==> config.mk <==
export PLATFORM = sky130hd
export DESIGN_NAME = pid_positional_conditional_integral_flat
export DESIGN_NICKNAME = d
export VERILOG_FILES = /design/src/design/ppci_pkg.sv /design/src/design/ppci_in_if.sv /design/src/design/ppci_out_if.sv /design/src/design/ppci_cfg_regs.sv /design/src/design/ppci_core.sv /design/src/design/pid_positional_conditional_integral.sv /design/src/flat_wrapper.sv
export SDC_FILE = /design/constraint.sdc
export NUM_CORES = 2
export LEC_CHECK = 0
export BUFFER_PORTS_ARGS = -buffer_cell sky130_fd_sc_hd__buf_2
export CAP_MARGIN = 20
export CORE_ASPECT_RATIO = 1.5
export CORE_MARGIN = 1
export CORE_UTILIZATION = 55
export DETAILED_ROUTE_END_ITERATION = 8
export PLACE_DENSITY = 0.7
export SLEW_MARGIN = 20
export SYNTH_ARGS = -nofsm -noshare
export SYNTH_HDL_FRONTEND = slang
export SYNTH_HIERARCHICAL = 1
export SYNTH_SLANG_ARGS = --single-unit
export TNS_END_PERCENT = 30
==> constraint.sdc <==
create_clock -name clk -period 53 [get_ports clk]
set_input_delay 5.3 -clock clk [delete_from_list [all_inputs] [get_ports clk]]
set_output_delay 5.3 -clock clk [all_outputs]
set_load 0.05 [all_outputs]
==> src/design/ppci_pkg.sv <==
// ppci_pkg: shared widths, register index codes and the configuration struct
// for the positional pid block. No dependencies.
`default_nettype none

package ppci_pkg;

  localparam int SAMPLE_WIDTH = 16;
  localparam int GAIN_W       = 16;
  localparam int TIME_W       = 32;
  localparam int DRIVE_W      = 32;
  localparam int LIMIT_W      = 31;
  localparam int BAND_W       = 17;
  localparam int PERIOD_W     = 16;
  localparam int CFG_DATA_W   = 31;
  localparam int CFG_INDEX_W  = 3;

  // error and product widths
  localparam int ERR_W    = SAMPLE_WIDTH + 1;
  localparam int DIFF_W   = ERR_W + 1;
  localparam int PROD_I_W = GAIN_W + ERR_W;
  localparam int PROD_D_W = GAIN_W + DIFF_W;
  localparam int ACC_W    = ((PROD_I_W > DRIVE_W) ? PROD_I_W : DRIVE_W) + 1;
  localparam int SUM_W    = ((PROD_D_W > ACC_W) ? PROD_D_W : ACC_W) + 2;
  localparam int CMP_W    = ((ERR_W > BAND_W) ? ERR_W : BAND_W) + 2;

  typedef enum logic [CFG_INDEX_W-1:0] {
    CFG_GAIN_P         = 3'd0,
    CFG_GAIN_I         = 3'd1,
    CFG_GAIN_D         = 3'd2,
    CFG_INTEGRAL_LIMIT = 3'd3,
    CFG_ERROR_BAND     = 3'd4,
    CFG_SAMPLE_PERIOD  = 3'd5
  } cfg_index_t;

  typedef struct packed {
    logic [GAIN_W-1:0]   gain_p;
    logic [GAIN_W-1:0]   gain_i;
    logic [GAIN_W-1:0]   gain_d;
    logic [LIMIT_W-1:0]  integral_limit;
    logic [BAND_W-1:0]   error_band;
    logic [PERIOD_W-1:0] sample_period;
  } ppci_cfg_t;

endpackage

`default_nettype wire

==> src/design/ppci_in_if.sv <==
// ppci_in_if: valid/ready channel carrying one controller sample.
// Depends on ppci_pkg for the field widths.
`default_nettype none

interface ppci_in_if import ppci_pkg::*; ();
  logic                           valid;
  logic                           ready;
  logic signed [SAMPLE_WIDTH-1:0] setpoint;
  logic signed [SAMPLE_WIDTH-1:0] measured;
  logic [TIME_W-1:0]              time_ms;

  modport source (output valid, output setpoint, output measured, output time_ms,
                  input ready);
  modport sink   (input valid, input setpoint, input measured, input time_ms,
                  output ready);
endinterface

`default_nettype wire

==> src/design/ppci_out_if.sv <==
// ppci_out_if: valid/ready channel carrying one controller result.
// Depends on ppci_pkg for the field widths.
`default_nettype none

interface ppci_out_if import ppci_pkg::*; ();
  logic                      valid;
  logic                      ready;
  logic signed [DRIVE_W-1:0] drive;
  logic                      updated;

  modport source (output valid, output drive, output updated, input ready);
  modport sink   (input valid, input drive, input updated, output ready);
endinterface

`default_nettype wire

==> src/design/ppci_cfg_regs.sv <==
// ppci_cfg_regs: configuration register file written through the plain
// write port. Depends on ppci_pkg.
`default_nettype none

module ppci_cfg_regs import ppci_pkg::*; (
  input  wire logic                   clk,
  input  wire logic                   rst_n,
  input  wire logic                   cfg_we,
  input  wire logic [CFG_INDEX_W-1:0] cfg_index,
  input  wire logic [CFG_DATA_W-1:0]  cfg_data,
  output ppci_cfg_t                   cfg
);

  ppci_cfg_t cfg_r;
  ppci_cfg_t cfg_nxt;

  always_comb begin
    cfg_nxt = cfg_r;
    if (cfg_we) begin
      case (cfg_index)
        CFG_GAIN_P:         cfg_nxt.gain_p         = cfg_data[GAIN_W-1:0];
        CFG_GAIN_I:         cfg_nxt.gain_i         = cfg_data[GAIN_W-1:0];
        CFG_GAIN_D:         cfg_nxt.gain_d         = cfg_data[GAIN_W-1:0];
        CFG_INTEGRAL_LIMIT: cfg_nxt.integral_limit = cfg_data[LIMIT_W-1:0];
        CFG_ERROR_BAND:     cfg_nxt.error_band     = cfg_data[BAND_W-1:0];
        CFG_SAMPLE_PERIOD:  cfg_nxt.sample_period  = cfg_data[PERIOD_W-1:0];
        default:            cfg_nxt = cfg_r;
      endcase
    end
  end

  always_ff @(posedge clk) begin
    if (!rst_n) begin
      cfg_r.gain_p         <= '0;
      cfg_r.gain_i         <= '0;
      cfg_r.gain_d         <= '0;
      cfg_r.integral_limit <= '1;
      cfg_r.error_band     <= '1;
      cfg_r.sample_period  <= '0;
    end else begin
      cfg_r <= cfg_nxt;
    end
  end

  assign cfg = cfg_r;

endmodule

`default_nettype wire

==> src/design/ppci_core.sv <==
// ppci_core: one pid step per transfer with conditional integration when the
// sample period has elapsed (else the held drive is output), plus the controller
// state (integral, previous error, held drive, last update time). Depends on ppci_pkg.
`default_nettype none

module ppci_core import ppci_pkg::*; (
  input  wire logic                           clk,
  input  wire logic                           rst_n,
  input  wire logic                           step,
  input  wire logic signed [SAMPLE_WIDTH-1:0] setpoint,
  input  wire logic signed [SAMPLE_WIDTH-1:0] measured,
  input  wire logic [TIME_W-1:0]              time_ms,
  input  wire ppci_cfg_t                      cfg,
  output logic signed [DRIVE_W-1:0]           drive,
  output logic                                updated
);

  logic signed [DRIVE_W-1:0] integral_r;
  logic signed [ERR_W-1:0]   prev_err_r;
  logic signed [DRIVE_W-1:0] held_r;
  logic [TIME_W-1:0]         last_time_r;

  logic signed [GAIN_W-1:0]   kp, ki, kd;
  logic signed [ERR_W-1:0]    err;
  logic [TIME_W-1:0]          elapsed;
  logic                       do_upd;
  logic signed [CMP_W-1:0]    err_c, band_c;
  logic                       integrate;
  logic signed [PROD_I_W-1:0] prod_i, prod_p;
  logic signed [DIFF_W-1:0]   diff;
  logic signed [PROD_D_W-1:0] prod_d;
  logic signed [ACC_W-1:0]    acc_sum, lim_c, acc_clamp;
  logic signed [DRIVE_W-1:0]  integral_nxt;
  logic signed [SUM_W-1:0]    d_sum;
  logic signed [DRIVE_W-1:0]  d_sat;

  assign kp = cfg.gain_p;
  assign ki = cfg.gain_i;
  assign kd = cfg.gain_d;

  assign err     = ERR_W'(setpoint) - ERR_W'(measured);
  assign elapsed = time_ms - last_time_r;
  assign do_upd  = elapsed >= TIME_W'(cfg.sample_period);

  // outside the band the integral may only move back toward zero
  assign err_c  = CMP_W'(err);
  assign band_c = CMP_W'($signed({1'b0, cfg.error_band}));
  always_comb begin
    if (err_c > band_c) begin
      integrate = integral_r < 0;
    end else if (err_c < -band_c) begin
      integrate = integral_r > 0;
    end else begin
      integrate = 1'b1;
    end
  end

  assign prod_i = ki * err;
  assign prod_p = kp * err;
  assign diff   = DIFF_W'(prev_err_r) - DIFF_W'(err);
  assign prod_d = kd * diff;

  assign acc_sum = integrate ? (ACC_W'(integral_r) + ACC_W'(prod_i)) : ACC_W'(integral_r);
  assign lim_c   = ACC_W'($signed({1'b0, cfg.integral_limit}));

  always_comb begin
    if (acc_sum > lim_c) begin
      acc_clamp = lim_c;
    end else if (acc_sum < -lim_c) begin
      acc_clamp = -lim_c;
    end else begin
      acc_clamp = acc_sum;
    end
    if (ki <= 0) begin
      integral_nxt = '0;
    end else begin
      integral_nxt = acc_clamp[DRIVE_W-1:0];
    end
  end

  assign d_sum = SUM_W'(prod_p) + SUM_W'(integral_nxt) - SUM_W'(prod_d);

  always_comb begin
    if (d_sum > SUM_W'($signed({1'b0, {(DRIVE_W-1){1'b1}}}))) begin
      d_sat = {1'b0, {(DRIVE_W-1){1'b1}}};
    end else if (d_sum < SUM_W'($signed({1'b1, {(DRIVE_W-1){1'b0}}}))) begin
      d_sat = {1'b1, {(DRIVE_W-1){1'b0}}};
    end else begin
      d_sat = d_sum[DRIVE_W-1:0];
    end
  end

  always_ff @(posedge clk) begin
    if (!rst_n) begin
      integral_r  <= '0;
      prev_err_r  <= '0;
      held_r      <= '0;
      last_time_r <= '0;
    end else if (step && do_upd) begin
      integral_r  <= integral_nxt;
      prev_err_r  <= err;
      held_r      <= d_sat;
      last_time_r <= time_ms;
    end
  end

  assign drive   = do_upd ? d_sat : held_r;
  assign updated = do_upd;

endmodule

`default_nettype wire

==> src/design/pid_positional_conditional_integral.sv <==
// Positional pid controller with conditional integration. Every input transfer
// yields exactly one result transfer; an item passes the input register, then
// the result register. The rate is one item per cycle unless the output stalls,
// set by the pid update whose integral, previous error and held drive feed back
// into the next item. The user writes configuration through cfg_we/cfg_index/
// cfg_data only while the block is idle; the block itself does not enforce this.
// Depends on ppci_pkg, ppci_in_if, ppci_out_if, ppci_cfg_regs and ppci_core.
`default_nettype none

module pid_positional_conditional_integral import ppci_pkg::*; (
  input  wire logic                   clk,
  input  wire logic                   rst_n,
  ppci_in_if.sink                     in_ch,
  ppci_out_if.source                  out_ch,
  input  wire logic                   cfg_we,
  input  wire logic [CFG_INDEX_W-1:0] cfg_index,
  input  wire logic [CFG_DATA_W-1:0]  cfg_data
);

  ppci_cfg_t cfg;

  logic                           s_valid_r, s_valid_nxt;
  logic signed [SAMPLE_WIDTH-1:0] s_setpoint_r;
  logic signed [SAMPLE_WIDTH-1:0] s_measured_r;
  logic [TIME_W-1:0]              s_time_r;

  logic                      o_valid_r, o_valid_nxt;
  logic signed [DRIVE_W-1:0] o_drive_r;
  logic                      o_updated_r;

  logic                      adv;
  logic                      in_xfer;
  logic signed [DRIVE_W-1:0] core_drive;
  logic                      core_updated;

  ppci_cfg_regs u_cfg (
    .clk       (clk),
    .rst_n     (rst_n),
    .cfg_we    (cfg_we),
    .cfg_index (cfg_index),
    .cfg_data  (cfg_data),
    .cfg       (cfg)
  );

  ppci_core u_core (
    .clk      (clk),
    .rst_n    (rst_n),
    .step     (adv),
    .setpoint (s_setpoint_r),
    .measured (s_measured_r),
    .time_ms  (s_time_r),
    .cfg      (cfg),
    .drive    (core_drive),
    .updated  (core_updated)
  );

  // item moves from the input register to the result register
  assign adv          = s_valid_r && (!o_valid_r || out_ch.ready);
  assign in_ch.ready  = !s_valid_r || adv;
  assign in_xfer      = in_ch.valid && in_ch.ready;

  always_comb begin
    s_valid_nxt = s_valid_r;
    if (in_xfer) begin
      s_valid_nxt = 1'b1;
    end else if (adv) begin
      s_valid_nxt = 1'b0;
    end
    o_valid_nxt = o_valid_r;
    if (adv) begin
      o_valid_nxt = 1'b1;
    end else if (out_ch.ready) begin
      o_valid_nxt = 1'b0;
    end
  end

  always_ff @(posedge clk) begin
    if (!rst_n) begin
      s_valid_r <= 1'b0;
      o_valid_r <= 1'b0;
    end else begin
      s_valid_r <= s_valid_nxt;
      o_valid_r <= o_valid_nxt;
    end
  end

  always_ff @(posedge clk) begin
    if (in_xfer) begin
      s_setpoint_r <= in_ch.setpoint;
      s_measured_r <= in_ch.measured;
      s_time_r     <= in_ch.time_ms;
    end
    if (adv) begin
      o_drive_r   <= core_drive;
      o_updated_r <= core_updated;
    end
  end

  assign out_ch.valid   = o_valid_r;
  assign out_ch.drive   = o_drive_r;
  assign out_ch.updated = o_updated_r;

endmodule

`default_nettype wire
==> src/flat_wrapper.sv <==
// flat-port wrapper written by rule: the top's interface ports become plain ports
module pid_positional_conditional_integral_flat import ppci_pkg::*;
  (clk, rst_n, cfg_we, cfg_index, cfg_data, in_ch_valid, in_ch_setpoint, in_ch_measured, in_ch_time_ms, in_ch_ready, out_ch_valid, out_ch_drive, out_ch_updated, out_ch_ready);
  ppci_in_if in_ch_i ();
  ppci_out_if out_ch_i ();
  input  wire logic clk;
  input  wire logic rst_n;
  input  wire logic cfg_we;
  input  wire logic [CFG_INDEX_W-1:0] cfg_index;
  input  wire logic [CFG_DATA_W-1:0] cfg_data;
  input wire logic [$bits(in_ch_i.valid)-1:0] in_ch_valid;
  input wire logic [$bits(in_ch_i.setpoint)-1:0] in_ch_setpoint;
  input wire logic [$bits(in_ch_i.measured)-1:0] in_ch_measured;
  input wire logic [$bits(in_ch_i.time_ms)-1:0] in_ch_time_ms;
  output wire logic [$bits(in_ch_i.ready)-1:0] in_ch_ready;
  output wire logic [$bits(out_ch_i.valid)-1:0] out_ch_valid;
  output wire logic [$bits(out_ch_i.drive)-1:0] out_ch_drive;
  output wire logic [$bits(out_ch_i.updated)-1:0] out_ch_updated;
  input wire logic [$bits(out_ch_i.ready)-1:0] out_ch_ready;
  assign in_ch_i.valid = in_ch_valid;
  assign in_ch_i.setpoint = in_ch_setpoint;
  assign in_ch_i.measured = in_ch_measured;
  assign in_ch_i.time_ms = in_ch_time_ms;
  assign in_ch_ready = in_ch_i.ready;
  assign out_ch_valid = out_ch_i.valid;
  assign out_ch_drive = out_ch_i.drive;
  assign out_ch_updated = out_ch_i.updated;
  assign out_ch_i.ready = out_ch_ready;
  pid_positional_conditional_integral u_core (.clk(clk), .rst_n(rst_n), .in_ch(in_ch_i), .out_ch(out_ch_i), .cfg_we(cfg_we), .cfg_index(cfg_index), .cfg_data(cfg_data));
endmodule
==> results.sh <==
export IMPL_final_seq_area_um2=7460
export IMPL_worstPathArrival_ns=21.30
export IMPL_first_iter_violations=2702
export IMPL_wl_per_cell_um=22.0
export IMPL_cts_tree="built"
export IMPL_synth_area_top_cells="fa_1 (36%), ha_1 (10%), inv_1 (8.8%)"
export IMPL_setup_viol=0
export IMPL_drive_gt1_share_pct=5.66
export IMPL_yosysWarnings=6
export IMPL_critPathCaptureType="register"
export IMPL_multiInputGateArea_um2=41800
export IMPL_drc=0
export IMPL_critPathBufInv=11
export IMPL_antenna_found_initial=7
export IMPL_yosysUniqueCellTypes=95
export IMPL_portBuffers=137
export IMPL_max_stage_delay_ns=0.71
export IMPL_numCtsBuffers=38
export IMPL_synth_xor_area_share_pct=2.61
export IMPL_hold_viol_final=0
export IMPL_ctsHoldBuffers=0
export IMPL_n_fill_cell=8801
export IMPL_fin_tns_setup_ns=0
export IMPL_netlist_area_leader_share_pct=36.1
export IMPL_yosys_area_top_type="fa_1"
export IMPL_clkSlewWorstSetupHoldPaths_ns=0.06
export IMPL_max_freq_mhz=47.7
export IMPL_rsz0062_at_grt="no"
export IMPL_syn_inst=6070
export IMPL_outcome="complete, no violations"
export IMPL_area_delta_synth_final_pct=6.15
export IMPL_placementRows=141
export IMPL_maxCapViolCount=0
export IMPL_dr_pass1_iters=6
export IMPL_synth_adder_area_share_pct=46.4
export IMPL_period_share_pct=39.6
export IMPL_grt_pass1_wl_mm=253
export IMPL_fp_dieW_um=260
export IMPL_initial_core_util_pct=55.6
export IMPL_yosys_area_share_simple_pct=14.9
export IMPL_synth_seq_cells=324
export IMPL_vias_per_cell=5.66
export IMPL_cp_depth=70
export IMPL_overflow=0
export IMPL_htree_levels=2
export IMPL_routed_wl_mm=163
export IMPL_yosys_most_used_dff="dfxtp_1"
export IMPL_cts_repair_resized=0
export IMPL_cts_sinks=324
export IMPL_async_flop_share_pct=0
export IMPL_synth_most_common_cell="inv_1"
export IMPL_critical_path_top_delay_family="compound AO/OA/AOI/OAI gates"
export IMPL_ioPinCount=138
export IMPL_synth_common_cells="inv_1 (1295), fa_1 (991), nand2_1 (741)"
export IMPL_crit_type="register to register"
export IMPL_clk_latency_ns=0.60
export IMPL_whs_path_depth=2
export IMPL_fp_dieH_um=389
export IMPL_crit_top_cell="fa_1"
export IMPL_clk_path_buf_depth=3
export IMPL_netlist_area_um2=54900
export IMPL_slew_headroom_pct=21.3
export IMPL_worst_pin_slew_ns=1.16
export IMPL_grt_usage_pct=33.1
export IMPL_synth_net_count=7616
export IMPL_cp_required_ns=53.33
export IMPL_core_um2=98800
export IMPL_finalNetCount=7616
export IMPL_grt_pass1_vias=44300
export IMPL_hp_class="register to register"
export IMPL_vias=41800
export IMPL_ant_nets=0
export IMPL_cts_root_buf="clkbuf_16"
export IMPL_worst_r2r_path_depth=70
export IMPL_synth_enable_flop_cells=97
export IMPL_synth_compound_area_share_pct=8.83
export IMPL_synth_top_family_by_area="adder cells"
export IMPL_grt_max_degree=104
export IMPL_hpwl_mm=135
export IMPL_syn_area_per_cell_um2=9.05
export IMPL_gp_congestion=0.971
export IMPL_muxShareOfSynthArea_pct=2.85
export IMPL_post_cts_setup_buffers=0
export IMPL_ys_seq_area_share_pct=13.6
export IMPL_cpMaxStageDelayCell="a2111oi_0"
export IMPL_fin_crit_ns=20.97
export IMPL_maxSlewViolCount=0
export IMPL_die_area_um2=101000
export IMPL_crit_path_start_kind="register"
export IMPL_crit_fanout=50
export IMPL_fin_worst_skew_ns=0.0352
==> final timing paths <==
| path | from | to | slack (ns) |
|---|---|---|---|
| setup / recovery | u_core/s_measured_r[1]$_DFFE_PP_ | u_core/out_ch.drive[23]$_DFFE_PP_ | 32.03 |
| hold / removal | u_core/u_cfg/cfg[15]$_SDFFE_PN0P_ | u_core/u_cfg/cfg[15]$_SDFFE_PN0P_ | 0.46 |
| setup reg to reg | u_core/s_measured_r[1]$_DFFE_PP_ | u_core/out_ch.drive[23]$_DFFE_PP_ | 32.03 |
| hold reg to reg | u_core/u_cfg/cfg[15]$_SDFFE_PN0P_ | u_core/u_cfg/cfg[15]$_SDFFE_PN0P_ | 0.46 |
==> registers in the layout, indices dropped and copies added, names as in the netlist <==
signal	count
u_core/u_cfg/cfg	112
u_core/u_core/last_time_r	32
u_core/s_setpoint_r	16
u_core/out_ch.valid	1
u_core/out_ch.updated	1
u_core/out_ch.drive	32
u_core/s_time_r	32
u_core/u_core/prev_err_r	17
u_core/s_measured_r	16
u_core/u_core/held_r	32
u_core/u_core/integral_r	32
u_core/s_valid_r	1
==> metal layers <==
metal | track usage [%] | share of wire (%)
met2 | 57.6 | 50
met5 | 0 | 0.026
met4 | 23.2 | 8.4
met3 | 4.06 | 5.5
met1 | 37.5 | 36
==> cell type report <==
cell class                 instances  area share (%)
clock buffer                      52            1.81
multi-input combinational       4189            71.6
inverter                        1298            8.35
tap                             1287            2.76
timing repair buffer             219            2.24
antenna                            5          0.0215
clock inverter                    17           0.388
sequential                       324            12.8
==> kinds of logic (layout without fill, tap and decap cells) <==
group / Yosys count / after routing
buf+inv: 1557 / 1586
flops: 324 / 324
xor+xnor: 164 / 164
mux: 155 / 155
simple gates: 1680 / 1680
other cells: 0 / 5
compound gates: 747 / 747
fa+ha+maj: 1443 / 1443
==> tightest hold or removal path, cell delays in order (launching register included) <==
cell     delay, ns
dfxtp_1       0.31
nand2_1       0.05
mux2i_1       0.06
==> placed cells by master, fill, tap and decap left out, types with 13 or more instances in the layout <==
cell and count:
buf_4 82, xnor2_1 118, xor2_1 30, nand3_1 51, nor2_1 199, o21a_1 26, o21bai_1 18, nor3_1 38
o41ai_1 13, a21o_1 74, buf_2 136, inv_1 1295, nor4_1 18, a21oi_1 221, fa_1 991, and2_1 318
o21ai_0 132, edfxtp_1 97, o211ai_1 17, mux2i_1 143, and3_1 16, dfxtp_1 227, nand2b_1 28, clkbuf_16 39
ha_1 452, nor2b_1 155, o21ai_1 13, nand2_1 740, a21boi_0 57, o31ai_1 15, a211oi_1 27, nand4_1 42
==> stage by stage <==
step | cells | area [um2] | setup WS (ns) | hold slack (ns) | util, %
after floorplan | 6070 | 54900 | 34.89 | 0.434 | -
after global placement | 7317 | 57000 | 32.60 | 0.447 | 57.7
after detailed placement | 7317 | 57000 | 32.32 | 0.454 | 57.7
after CTS | 7386 | 58300 | 32.25 | 0.463 | 59.0
after global routing | 7390 | 58300 | 30.85 | 0.482 | 59.0
final | 7391 | 58300 | 32.03 | 0.464 | 59.0
Power is not shown: default switching activity piles up to over one toggle a cycle in this logic, so the estimate is an artifact.
